### src/rtl/gcp_pkg.sv
// gcp_pkg: types and constants for the image container stream parser
// used by every module in rtl; no dependencies
`timescale 1ns / 1ps

package gcp_pkg;

    typedef enum logic [4:0] {
        PH_SIG, PH_SCR, PH_GCT, PH_BLOCK, PH_DESC, PH_LCT, PH_CODE, PH_DLEN,
        PH_DATA, PH_LABEL, PH_GLEN, PH_GBODY, PH_SLEN, PH_SBODY, PH_CLEN,
        PH_CBODY, PH_ALEN, PH_AID, PH_ALEN2, PH_ALOOP, PH_DONE
    } phase_t;

    localparam logic [4:0] K_VERSION = 5'd0, K_SCR_W = 5'd1, K_SCR_H = 5'd2,
        K_BG = 5'd3, K_GCOL = 5'd4, K_LEFT = 5'd5, K_TOP = 5'd6, K_WIDTH = 5'd7,
        K_HEIGHT = 5'd8, K_LCOL = 5'd9, K_INTERLACE = 5'd10, K_CODE = 5'd11,
        K_DATA = 5'd12, K_IMG_END = 5'd13, K_DISPOSAL = 5'd14, K_DELAY = 5'd15,
        K_TRANSP = 5'd16, K_COMMENT = 5'd17, K_COMMENT_END = 5'd18,
        K_LOOP = 5'd19, K_TERM = 5'd20, K_END = 5'd21;

    localparam logic [2:0] E_OK = 3'd0, E_SIG = 3'd1, E_ZERO = 3'd2,
        E_RANGE = 3'd3, E_NOTAB = 3'd4, E_TRUNC = 3'd5;

    localparam logic [7:0] B_IMAGE = 8'h2C, B_EXT = 8'h21, B_TRAILER = 8'h3B;
    localparam logic [7:0] L_GCE = 8'hF9, L_COMMENT = 8'hFE, L_APP = 8'hFF;

    typedef struct packed {
        logic [4:0]  kind;
        logic [23:0] value;
        logic [7:0]  index;
        logic        present;
        logic [2:0]  err;
        logic        failed;
    } rec_t;

    // two records at most per byte
    typedef struct packed {
        logic [1:0] count;
        rec_t       r0;
        rec_t       r1;
    } recs_t;

    function automatic logic [7:0] sig_char(input logic [2:0] i);
        case (i)
            3'd0: sig_char = 8'h47;
            3'd1: sig_char = 8'h49;
            3'd2: sig_char = 8'h46;
            3'd3: sig_char = 8'h38;
            3'd5: sig_char = 8'h61;
            default: sig_char = 8'h00;
        endcase
    endfunction

    function automatic logic [7:0] app_a(input logic [3:0] i);
        case (i)
            4'd0: app_a = 8'h4E; 4'd1: app_a = 8'h45; 4'd2: app_a = 8'h54;
            4'd3: app_a = 8'h53; 4'd4: app_a = 8'h43; 4'd5: app_a = 8'h41;
            4'd6: app_a = 8'h50; 4'd7: app_a = 8'h45; 4'd8: app_a = 8'h32;
            4'd9: app_a = 8'h2E; default: app_a = 8'h30;
        endcase
    endfunction

    function automatic logic [7:0] app_b(input logic [3:0] i);
        case (i)
            4'd0: app_b = 8'h41; 4'd1: app_b = 8'h4E; 4'd2: app_b = 8'h49;
            4'd3: app_b = 8'h4D; 4'd4: app_b = 8'h45; 4'd5: app_b = 8'h58;
            4'd6: app_b = 8'h54; 4'd7: app_b = 8'h53; 4'd8: app_b = 8'h31;
            4'd9: app_b = 8'h2E; default: app_b = 8'h30;
        endcase
    endfunction

endpackage

### src/rtl/gcp_core.sv
// gcp_core: parse state machine, one byte per cycle while step is high, up to two records out
// depends on gcp_pkg
`timescale 1ns / 1ps

module gcp_core import gcp_pkg::*; (
    input  logic        aclk,
    input  logic        aresetn,
    input  logic        step,
    input  logic [7:0]  byte_value,
    input  logic        last_byte,
    input  logic [15:0] min_delay,
    output recs_t       recs
);

    phase_t      phase_reg, phase_next;
    logic [7:0]  bif_reg, bif_next;
    logic [8:0]  pal_rem_reg, pal_rem_next;
    logic [15:0] part_reg, part_next;
    logic [15:0] scr_w_reg, scr_w_next, scr_h_reg, scr_h_next;
    logic [15:0] img_l_reg, img_l_next, img_t_reg, img_t_next, img_w_reg, img_w_next;
    logic        gts_reg, gts_next, done_img_reg, done_img_next, stop_reg, stop_next;
    logic [7:0]  gce_reg, gce_next;
    logic [1:0]  app_reg, app_next;
    logic [7:0]  pal_idx_reg, pal_idx_next;
    logic [2:0]  loop_id_reg, loop_id_next;

    logic [7:0]  b;
    logic [15:0] word;
    logic [16:0] h, lw, th;
    logic [15:0] w;
    logic [8:0]  tabsz;
    logic [8:0]  rem_dec;
    logic [2:0]  disp;
    logic [3:0]  ai;
    logic [1:0]  am;

    assign b = byte_value;
    assign word = part_reg | {b, 8'h00};
    assign tabsz = 9'd2 << b[2:0];
    assign disp = b[4:2];

    function automatic rec_t mk(input logic [4:0] k, input logic [23:0] v);
        mk = '{kind: k, value: v, index: 8'd0, present: 1'b1, err: E_OK, failed: 1'b0};
    endfunction

    always_comb begin
        rec_t o0, o1;
        logic [1:0] n;
        logic fin;
        logic [2:0] ferr;
        phase_next = phase_reg; bif_next = bif_reg; pal_rem_next = pal_rem_reg;
        part_next = part_reg; scr_w_next = scr_w_reg; scr_h_next = scr_h_reg;
        img_l_next = img_l_reg; img_t_next = img_t_reg; img_w_next = img_w_reg;
        gts_next = gts_reg; done_img_next = done_img_reg; stop_next = stop_reg;
        gce_next = gce_reg; app_next = app_reg; pal_idx_next = pal_idx_reg;
        loop_id_next = loop_id_reg;
        o0 = mk(K_VERSION, 24'd0); o1 = o0; n = 2'd0; fin = 1'b0; ferr = E_OK;
        h = 17'd0; w = 16'd0; lw = 17'd0; th = 17'd0; rem_dec = 9'd0;
        ai = 4'd0; am = 2'd0;
        case (phase_reg)
            PH_SIG: begin
                if ((bif_reg == 8'd4) ? !(b == 8'h37 || b == 8'h39)
                    : !(bif_reg < 8'd6 && b == sig_char(bif_reg[2:0]))) begin
                    fin = 1'b1; ferr = E_SIG;
                end else begin
                    if (bif_reg == 8'd4) part_next = {15'd0, b == 8'h39};
                    if (bif_reg == 8'd5) begin
                        o0 = mk(K_VERSION, {8'd0, part_reg}); n = 2'd1;
                        phase_next = PH_SCR; bif_next = 8'd0; part_next = 16'd0;
                    end else bif_next = bif_reg + 8'd1;
                end
            end
            PH_SCR: begin
                bif_next = bif_reg + 8'd1;
                case (bif_reg)
                    8'd0, 8'd2: part_next = {8'd0, b};
                    8'd1: begin scr_w_next = word; o0 = mk(K_SCR_W, {8'd0, word}); n = 2'd1; end
                    8'd3: begin scr_h_next = word; o0 = mk(K_SCR_H, {8'd0, word}); n = 2'd1; end
                    8'd4: if (b[7]) begin
                        gts_next = 1'b1; pal_rem_next = tabsz; pal_idx_next = 8'd0;
                        bif_next = 8'd5;
                    end
                    8'd5: begin
                        o0 = mk(K_BG, gts_reg ? {16'd0, b} : 24'd256); n = 2'd1;
                    end
                    default: begin
                        phase_next = gts_reg ? PH_GCT : PH_BLOCK;
                        bif_next = 8'd0; part_next = 16'd0;
                    end
                endcase
            end
            PH_GCT, PH_LCT: begin
                if (bif_reg < 8'd2) begin
                    part_next = {part_reg[7:0], b}; bif_next = bif_reg + 8'd1;
                end else begin
                    o0 = mk((phase_reg == PH_GCT) ? K_GCOL : K_LCOL, {part_reg, b});
                    o0.index = pal_idx_reg; n = 2'd1;
                    pal_idx_next = pal_idx_reg + 8'd1; bif_next = 8'd0; part_next = 16'd0;
                    rem_dec = (pal_rem_reg != 9'd0) ? pal_rem_reg - 9'd1 : 9'd0;
                    pal_rem_next = rem_dec;
                    if (rem_dec == 9'd0)
                        phase_next = (phase_reg == PH_GCT) ? PH_BLOCK : PH_CODE;
                end
            end
            PH_BLOCK: begin
                if (b == B_IMAGE) begin phase_next = PH_DESC; bif_next = 8'd0; end
                else if (b == B_EXT) phase_next = PH_LABEL;
                else if (b == B_TRAILER) begin o0 = mk(K_TERM, 24'd0); n = 2'd1; end
                else phase_next = PH_SLEN;
            end
            PH_DESC: begin
                bif_next = bif_reg + 8'd1;
                case (bif_reg)
                    8'd0, 8'd2, 8'd4, 8'd6: part_next = {8'd0, b};
                    8'd1: begin img_l_next = word; o0 = mk(K_LEFT, {8'd0, word}); n = 2'd1; end
                    8'd3: begin img_t_next = word; o0 = mk(K_TOP, {8'd0, word}); n = 2'd1; end
                    8'd5: begin
                        w = (word == 16'd0) ? scr_w_reg : word;
                        img_w_next = w; o0 = mk(K_WIDTH, {8'd0, w}); n = 2'd1;
                    end
                    8'd7: begin
                        h = {1'b0, (word == 16'd0) ? scr_h_reg : word};
                        o0 = mk(K_HEIGHT, {8'd0, h[15:0]}); n = 2'd1;
                        lw = {1'b0, img_l_reg} + {1'b0, img_w_reg};
                        th = {1'b0, img_t_reg} + h;
                        if (img_w_reg == 16'd0 || h == 17'd0) begin
                            fin = 1'b1; ferr = E_ZERO;
                        end else if (img_w_reg > scr_w_reg || img_l_reg > scr_w_reg ||
                                     lw > 17'h0FFFF || h[15:0] > scr_h_reg ||
                                     img_t_reg > scr_h_reg || th > 17'h0FFFF) begin
                            fin = 1'b1; ferr = E_RANGE;
                        end
                    end
                    default: begin
                        bif_next = bif_reg;
                        part_next = 16'd0;
                        if (b[7]) begin
                            pal_rem_next = tabsz; pal_idx_next = 8'd0; bif_next = 8'd0;
                            phase_next = PH_LCT;
                        end else if (!gts_reg) begin
                            fin = 1'b1; ferr = E_NOTAB; part_next = part_reg;
                        end else phase_next = PH_CODE;
                        if (!fin) begin
                            o0 = mk(K_INTERLACE, {23'd0, b[6]}); n = 2'd1;
                        end
                    end
                endcase
            end
            PH_CODE: begin
                o0 = mk(K_CODE, {16'd0, b}); n = 2'd1; phase_next = PH_DLEN;
            end
            PH_DLEN: begin
                if (b == 8'd0) begin
                    o0 = mk(K_IMG_END, 24'd0); n = 2'd1;
                    done_img_next = 1'b1; phase_next = PH_BLOCK;
                end else begin bif_next = b; phase_next = PH_DATA; end
            end
            PH_DATA: begin
                o0 = mk(K_DATA, {16'd0, b}); n = 2'd1;
                bif_next = bif_reg - 8'd1;
                if (bif_reg == 8'd1) phase_next = PH_DLEN;
            end
            PH_LABEL: begin
                if (b == L_GCE) phase_next = PH_GLEN;
                else if (b == L_COMMENT) phase_next = PH_CLEN;
                else if (b == L_APP) phase_next = PH_ALEN;
                else phase_next = PH_SLEN;
            end
            PH_GLEN: begin
                if (b == 8'd4) begin phase_next = PH_GBODY; bif_next = 8'd0; end
                else if (b == 8'd0) phase_next = PH_SLEN;
                else begin bif_next = b; phase_next = PH_SBODY; end
            end
            PH_GBODY: begin
                bif_next = bif_reg + 8'd1;
                case (bif_reg)
                    8'd0: begin
                        gce_next = b;
                        o0 = mk(K_DISPOSAL, {21'd0, disp[2] ? 3'd0 : disp}); n = 2'd1;
                    end
                    8'd1: part_next = {8'd0, b};
                    8'd2: begin
                        o0 = mk(K_DELAY, {8'd0, (word < min_delay) ? min_delay : word});
                        n = 2'd1; part_next = 16'd0;
                    end
                    default: begin
                        o0 = mk(K_TRANSP, gce_reg[0] ? {16'd0, b} : 24'd0);
                        o0.present = gce_reg[0]; n = 2'd1;
                        phase_next = PH_SLEN; bif_next = bif_reg;
                    end
                endcase
            end
            PH_SLEN, PH_ALEN2: begin
                if (phase_reg == PH_ALEN2 && b == 8'd3) begin
                    phase_next = PH_ALOOP; bif_next = 8'd0;
                end else if (b == 8'd0) phase_next = PH_BLOCK;
                else begin bif_next = b; phase_next = PH_SBODY; end
            end
            PH_SBODY: begin
                bif_next = bif_reg - 8'd1;
                if (bif_reg == 8'd1) phase_next = PH_SLEN;
            end
            PH_CLEN: begin
                if (b == 8'd0) begin
                    o0 = mk(K_COMMENT_END, 24'd0); n = 2'd1; phase_next = PH_BLOCK;
                end else begin bif_next = b; phase_next = PH_CBODY; end
            end
            PH_CBODY: begin
                o0 = mk(K_COMMENT, {16'd0, b}); n = 2'd1;
                bif_next = bif_reg - 8'd1;
                if (bif_reg == 8'd1) phase_next = PH_CLEN;
            end
            PH_ALEN: begin
                if (b == 8'd11) begin phase_next = PH_AID; bif_next = 8'd0; app_next = 2'b11; end
                else if (b == 8'd0) phase_next = PH_BLOCK;
                else begin bif_next = b; phase_next = PH_SBODY; end
            end
            PH_AID: begin
                ai = (bif_reg > 8'd10) ? 4'd10 : bif_reg[3:0];
                am = app_reg;
                if (b != app_a(ai)) am = am & 2'b10;
                if (b != app_b(ai)) am = am & 2'b01;
                app_next = am;
                if (bif_reg >= 8'd10) phase_next = (am != 2'b00) ? PH_ALEN2 : PH_SLEN;
                else bif_next = bif_reg + 8'd1;
            end
            PH_ALOOP: begin
                if (bif_reg == 8'd0) begin loop_id_next = b[2:0]; bif_next = 8'd1; end
                else if (bif_reg == 8'd1) begin part_next = {8'd0, b}; bif_next = 8'd2; end
                else begin
                    if (loop_id_reg == 3'd1) begin o0 = mk(K_LOOP, {8'd0, word}); n = 2'd1; end
                    part_next = 16'd0; phase_next = PH_SLEN;
                end
            end
            default: ;
        endcase
        // truncation or normal end on the final byte
        if (!fin && last_byte) begin
            fin = 1'b1;
            ferr = (phase_next == PH_BLOCK) ? E_OK : E_TRUNC;
        end
        if (fin) begin
            o1 = mk(K_END, 24'd0);
            o1.err = ferr;
            o1.failed = (ferr != E_OK) && !done_img_next;
            if (n == 2'd0) begin o0 = o1; n = 2'd1; end
            else n = 2'd2;
            stop_next = 1'b1; phase_next = PH_DONE;
        end
        if (stop_reg) n = 2'd0;
        recs.count = n; recs.r0 = o0; recs.r1 = o1;
    end

    always_ff @(posedge aclk) begin
        if (!aresetn) begin
            phase_reg <= PH_SIG; bif_reg <= 8'd0; pal_rem_reg <= 9'd0; part_reg <= 16'd0;
            scr_w_reg <= 16'd0; scr_h_reg <= 16'd0; img_l_reg <= 16'd0;
            img_t_reg <= 16'd0; img_w_reg <= 16'd0; gts_reg <= 1'b0;
            done_img_reg <= 1'b0; stop_reg <= 1'b0; gce_reg <= 8'd0;
            app_reg <= 2'b11; pal_idx_reg <= 8'd0; loop_id_reg <= 3'd0;
        end else if (step && !stop_reg) begin
            phase_reg <= phase_next; bif_reg <= bif_next; pal_rem_reg <= pal_rem_next;
            part_reg <= part_next; scr_w_reg <= scr_w_next; scr_h_reg <= scr_h_next;
            img_l_reg <= img_l_next; img_t_reg <= img_t_next; img_w_reg <= img_w_next;
            gts_reg <= gts_next; done_img_reg <= done_img_next; stop_reg <= stop_next;
            gce_reg <= gce_next; app_reg <= app_next; pal_idx_reg <= pal_idx_next;
            loop_id_reg <= loop_id_next;
        end
    end

endmodule

### src/rtl/gcp_out_queue.sv
// gcp_out_queue: four-entry record fifo feeding the master stream
// depends on gcp_pkg
`timescale 1ns / 1ps

module gcp_out_queue import gcp_pkg::*; (
    input  logic  aclk,
    input  logic  aresetn,
    input  logic  push,
    input  recs_t recs,
    output logic  room,
    output logic  out_valid,
    input  logic  out_ready,
    output rec_t  out_rec
);

    rec_t       mem_reg [4];
    logic [1:0] rd_reg, wr_reg;
    logic [2:0] cnt_reg;
    logic [1:0] n_in;
    logic       pop;

    assign n_in = push ? recs.count : 2'd0;
    assign pop = out_valid && out_ready;
    // room for two more even before the head leaves
    assign room = cnt_reg <= 3'd2;
    assign out_valid = cnt_reg != 3'd0;
    assign out_rec = mem_reg[rd_reg];

    always_ff @(posedge aclk) begin
        if (n_in != 2'd0) mem_reg[wr_reg] <= recs.r0;
        if (n_in == 2'd2) mem_reg[wr_reg + 2'd1] <= recs.r1;
    end

    always_ff @(posedge aclk) begin
        if (!aresetn) begin
            rd_reg <= 2'd0; wr_reg <= 2'd0; cnt_reg <= 3'd0;
        end else begin
            wr_reg <= wr_reg + n_in;
            if (pop) rd_reg <= rd_reg + 2'd1;
            cnt_reg <= cnt_reg + {1'b0, n_in} - {2'b00, pop};
        end
    end

endmodule

### src/rtl/gif_container_parser_unit.sv
// gif_container_parser_unit: top level of the image container stream parser
// depends on gcp_pkg, gcp_core, gcp_out_queue
`timescale 1ns / 1ps

// Takes one file byte per transaction and emits field records on the master
// stream. One byte is taken every cycle while the four-entry record queue
// has room for two records; each byte yields zero, one or two records, and
// a byte that produces records sustains one per cycle when the sink keeps up.
// Records are held in the record queue registers. The delay floor register is
// written on the cfg channel, which is always ready.

module gif_container_parser_unit import gcp_pkg::*; (
    input  logic        aclk,
    input  logic        aresetn,
    input  logic        s_tvalid,
    output logic        s_tready,
    input  logic [7:0]  s_tdata,   // byte_value
    input  logic        s_tlast,   // last_byte
    output logic        m_tvalid,
    input  logic        m_tready,
    output logic [39:0] m_tdata,   // record_value, entry_index, value_present,
                                   // error_code, parse_failed
    output logic [4:0]  m_tuser,   // record_kind
    input  logic        cfg_valid,
    output logic        cfg_ready,
    input  logic [15:0] cfg_data   // min_frame_delay
);

    logic [15:0] min_delay_reg;
    logic        room, step;
    recs_t       recs;
    rec_t        rec;

    assign cfg_ready = 1'b1;
    assign s_tready = room;
    assign step = s_tvalid && room;

    always_ff @(posedge aclk) begin
        if (!aresetn) min_delay_reg <= 16'd10;
        else if (cfg_valid) min_delay_reg <= cfg_data;
    end

    gcp_core u_core (
        .aclk(aclk), .aresetn(aresetn), .step(step), .byte_value(s_tdata),
        .last_byte(s_tlast), .min_delay(min_delay_reg), .recs(recs)
    );

    gcp_out_queue u_queue (
        .aclk(aclk), .aresetn(aresetn), .push(step), .recs(recs), .room(room),
        .out_valid(m_tvalid), .out_ready(m_tready), .out_rec(rec)
    );

    assign m_tuser = rec.kind;
    assign m_tdata = {3'd0, rec.failed, rec.err, rec.present, rec.index, rec.value};

endmodule
### config.mk
export PLATFORM = sky130hd
export DESIGN_NAME = gif_container_parser_unit
export DESIGN_NICKNAME = d
export VERILOG_FILES = /design/src/rtl/gcp_pkg.sv /design/src/rtl/gcp_core.sv /design/src/rtl/gcp_out_queue.sv /design/src/rtl/gif_container_parser_unit.sv
export SDC_FILE = /design/constraint.sdc
export NUM_CORES = 1
export LEC_CHECK = 0
export ABC_AREA = 1
export BUFFER_PORTS_ARGS = -buffer_cell sky130_fd_sc_hd__buf_2
export CORE_ASPECT_RATIO = 0.8
export CORE_MARGIN = 3
export CORE_UTILIZATION = 52
export DETAILED_ROUTE_END_ITERATION = 10
export PLACE_DENSITY_LB_ADDON = 0.12
export SYNTH_ARGS = -nofsm -noshare
export SYNTH_HDL_FRONTEND = slang
export SYNTH_SLANG_ARGS = --single-unit
### constraint.sdc
create_clock -name aclk -period 6.6 [get_ports aclk]
set_input_delay 0.99 -clock aclk [delete_from_list [all_inputs] [get_ports aclk]]
set_output_delay 0.99 -clock aclk [all_outputs]
set_load 0.01 [all_outputs]
==> results.md <==
Logic synthesis:
- The largest area contributor in the synthesized netlist is sky130_fd_sc_hd__dfxtp_1.
- The gate count of the mapped netlist is 2841.
- In this run the mean area of a mapped cell was 6.92 um2.
- The part of the Yosys area used for sequential elements is 34.8%.
- Of all flip-flops after synthesis, the portion carrying an async set or reset was 0%.
- In the post-synthesis netlist, the biggest area contributors are sky130_fd_sc_hd__dfxtp_1 31%, sky130_fd_sc_hd__nand2_1 12%, sky130_fd_sc_hd__o21ai_0 9.2%.
- After synthesis, the largest area contributor takes up 30.6% of total cell area.
- The flop and latch count out of synthesis is 328.
- The number of distinct library cells after synthesis is 64.
- The total of warnings raised by yosys is 0.
- The most used flip-flop cell after synthesis is sky130_fd_sc_hd__dfxtp_1.
- The post-synthesis cell area is 0.0197 mm2.
- The number of synthesized flops with an enable pin is 28.

Critical path:
- The category of the most critical setup path is input pin to flop.
- The worst register-to-register path begins at u_core.part_reg[13].
- The count of cells along the worst register-to-register path is 26.
- Of all nets on the critical path, the largest fanout is 25.
- The critical path's slowest cell is sky130_fd_sc_hd__clkinv_1.
- STA classifies the critical path startpoint as an input pin.
- The worst register-to-register path ends at u_queue.mem_reg[1][28].
- In this design, the stage delay of the slowest critical-path cell is 0.39 ns.
- The sum of buffers and inverters on the critical path is 5.
- For flop-to-flop paths, the worst setup slack is 0.95 ns.
- In this design, the largest share of critical-path delay is due to simple AND/OR/NAND/NOR gates.
- The data arrival time of the critical path is 6.24 ns.
- At the worst endpoint, the required time is 7.03 ns.
- The worst setup path is captured at a flop.
- The dominant cell type by count on the critical path is sky130_fd_sc_hd__nand2_1.

Placement:
- Before CTS, the worst setup slack after placement is 0.459 ns.
- In this run, placement finished with an instance count of 3325.
- The placed wire-length estimate after detailed placement is 51000 um.
- Buffers placed on the I/O ports in this run total 73.
- At the end of routability-driven placement, the weighted congestion stood at 1.05.

Power:
- IR analysis of the VDD net gives a maximum drop of 218 uV.
- The share of total power dissipated in combinational logic is 35.0%.
- The power per cell area is 309 mW/mm2.
- For this design the static power due to leakage is 0.00951 uW.
- The fraction of power consumed by sequential logic is 33.1%.
- In this run the power spent charging and discharging nets is 2670 uW.
- The internal power of the cells is 4020 uW.
- The total chip power is 6690 uW.
- Net switching is 39.9% of the power.
- The clock network fraction of design power is 31.9%.

Timing:
- The final hold violation count was 0.
- The max-slew violation count was 0.
- The transition time at the pin with the least slew margin is 1.09 ns.
- After layout, the minimum clock period comes to 5.80 ns.
- The final critical-path share of the clock period is 88.0%.
- In the final timing run, aggregate negative setup slack is 0 ns.
- After layout, the worst setup slack is 0.795 ns.
- Derived from the worst setup path, the maximum achievable clock frequency is 172 MHz.
- Setup violations remaining at the end of the flow were counted as 0.
- The final setup skew is 0.0227 ns.
- The relative max-transition margin is 27.0%.
- Setup repair after global routing left no endpoint under its margin.
- The final-layout worst hold slack is 0.451 ns.

Layout:
- The number of flip-flops under the largest register name is 168.
- After the last flow step, the layout net total stands at 3040.
- The multi-input combinational cells in the finished layout cover a total of 0.0113 mm2.
- Fill cells in the final layout number 3550.
- From synthesis to final layout, the design area changed by 10.3%.
- The most common library cell in the layout ignoring fill and taps is sky130_fd_sc_hd__nand2_1.
- The antenna diode count is 0.
- In the final layout, the share of cells above drive strength 1 is 8.79%.
- In the layout the commonest cells are 620 x sky130_fd_sc_hd__nand2_1, 361 x sky130_fd_sc_hd__o21ai_0, 337 x sky130_fd_sc_hd__nor2_1.
- The sequential cells in the finished layout cover a total of 0.00685 mm2.
- After the flow finishes, the layout carries non-filler instances totaling 3389.

Route:
- The routed length on met2 is 29100 um.
- The uppermost layer routed is met4.
- The wire length on met1 is 31200 um.
- The number of design rule violations left after detail routing is 0.
- The detailed router's first-iteration violation count is 2577.
- The first TritonRoute pass finished after 8 iterations.
- In the final routed layout, each cell accounts on average for 20.7 um.
- The post-detailed-route count of antenna-violating nets is 0.
- The detailed router placed 20546 vias in this run.
- After detailed routing, the met3 layer carries 7010 um of wire.
- The via count normalized by instance count is 6.06.
- The wire length reported by the detailed router is 70100 um.

GRT:
- Summed over all layers, the global routing overflow is 0.
- Global routing consumed, over all layers together, 33.8% of the routing resources.
- The number of global-route vias before repair was 18912.
- The initial antenna violation count came to 0.
- The largest net degree at the start of global routing is 86.
- The first-pass GRT wire length is 108000 um.

CTS:
- The quantity of hold-fixing buffers added after cts is 0.
- The insertion delay of the later-clocked pin in the worst-skew pair is 0.55 ns.
- TritonCTS built the clock tree.
- The post-CTS resize count is 0.
- The number of setup buffers added after CTS is 0.
- The cell sitting at the root of the clock tree is a sky130_fd_sc_hd__clkbuf_16.
- The number of sinks on the clock net is 328.
- Clock tree synthesis inserted a total of 35 buffers.
- The buffer depth of the longest clock path is 3.
- After clock tree synthesis, the clock-pin slew on the worst setup and hold paths is 0.06 ns.
- The CTS H-tree depth is 2.

Outcome:
- The run finished with clean final reports.

Die:
- The die covers 0.0402 mm2.
- The vertical extent of the die is 180 um.
- The starting density of the core is 52.8%.
- The floorplan core area is 0.0372 mm2.
- After floorplanning, the core was divided into 63 placement rows.
- In this run the count of I/O pins placed on the die edge is 78.
- The die is 223 um wide.

Job:
- The number of max-capacitance violations reported is 0.

Min path:
- The classification of the worst-slack hold path is flop to flop.
- The number of cells on the worst hold path is 2.
- The launch point of the worst hold path is u_queue.mem_reg[2][15].
- The path with the worst hold slack has its endpoint at u_queue.mem_reg[2][15].
tightest hold or removal path: cells and delay by family (launching register included):
kind | cells | cell delay (ns)
flip-flops | 1 | 0.31
AND/OR/NAND/NOR | 2 | 0.10
power by group through the flow:
stage	Sequential, uW	Combinational [uW]	Clock (uW)
global placement	2250	2250	0
floorplan	2220	1590	0
finish	2210	2340	2130
CTS	2210	2280	2150
detailed placement	2250	2270	0
global route	2220	2560	2230
cells by family (layout without fill, tap and decap cells):
group                      count (synthesis)  in the layout  synth area share, %
adders and majority gates                135            135                 8.71
other                                      2              4               0.0382
DFF                                      328            328                 34.8
xor gates and xnor gates                  11             11                0.490
and+or+nand+nor                         1220           1220                 26.5
AOI/OAI and AO/OA                        763            763                 21.6
buffers and inverters                    382            441                 7.79
stage by stage:
stage / utilization (%) / cell area (um2)
4_1_cts: 58.2 / 21700
3_3_place_gp: 54.9 / 20400
5_1_grt: 58.2 / 21700
3_5_place_dp: 54.9 / 20400
6_report: 58.2 / 21700
2_1_floorplan: - / 19700
Yosys cell counts, types with 4 or more instances:
master	instances
sky130_fd_sc_hd__o21ai_1	7
sky130_fd_sc_hd__nor2_4	17
sky130_fd_sc_hd__a22oi_1	4
sky130_fd_sc_hd__nand4_1	33
sky130_fd_sc_hd__ha_1	132
sky130_fd_sc_hd__nor2_1	337
sky130_fd_sc_hd__buf_6	5
sky130_fd_sc_hd__a211oi_1	12
sky130_fd_sc_hd__buf_2	18
sky130_fd_sc_hd__o21bai_1	4
sky130_fd_sc_hd__o21ai_0	361
sky130_fd_sc_hd__o211ai_1	15
sky130_fd_sc_hd__o22ai_1	53
sky130_fd_sc_hd__edfxtp_1	28
sky130_fd_sc_hd__nand3b_1	5
sky130_fd_sc_hd__dfxtp_1	300
sky130_fd_sc_hd__clkbuf_1	98
sky130_fd_sc_hd__a22o_1	12
sky130_fd_sc_hd__nor2_2	9
sky130_fd_sc_hd__buf_4	5
sky130_fd_sc_hd__clkinv_1	8
sky130_fd_sc_hd__a221oi_1	4
sky130_fd_sc_hd__o21ai_2	6
sky130_fd_sc_hd__nor3_2	4
sky130_fd_sc_hd__o21a_1	5
sky130_fd_sc_hd__nand3_1	121
sky130_fd_sc_hd__nor3_1	34
sky130_fd_sc_hd__a31oi_1	10
sky130_fd_sc_hd__nand2_1	620
sky130_fd_sc_hd__o2111ai_1	8
sky130_fd_sc_hd__xor2_1	10
sky130_fd_sc_hd__inv_1	234
sky130_fd_sc_hd__a21oi_1	240
sky130_fd_sc_hd__nand2_2	7
sky130_fd_sc_hd__inv_2	12
sky130_fd_sc_hd__nor4_1	16
area by class of cell:
class	count	share of cell area, %
well taps	487	2.81
clock inverters	18	1.20
flip-flops and latches	328	31.6
inverters	254	4.40
multi-input cells	2133	52.1
repair buffers	123	3.43
clock buffers	46	4.51
worst max-delay path by stage:
stage,endpoint,depth (start not counted),from
6_report,u_queue.mem_reg[1][28],27,s_tdata[3]
5_1_grt,u_queue.mem_reg[1][28],27,s_tdata[3]
4_1_cts,u_queue.mem_reg[1][28],27,s_tdata[3]
3_5_place_dp,u_queue.mem_reg[1][28],27,s_tdata[3]
3_3_place_gp,u_queue.mem_reg[1][28],30,s_tdata[3]
2_1_floorplan,u_queue.mem_reg[1][10],28,s_tdata[0]
layer usage:
metal / GRT usage, % / vias up
met5: 0 / -
met1: 49.3 / 9590
met2: 50.5 / 1099
met3: 5.19 / 198
li1: - / 9659
met4: 12.2 / 0
Power figures use the tool's default switching activity.
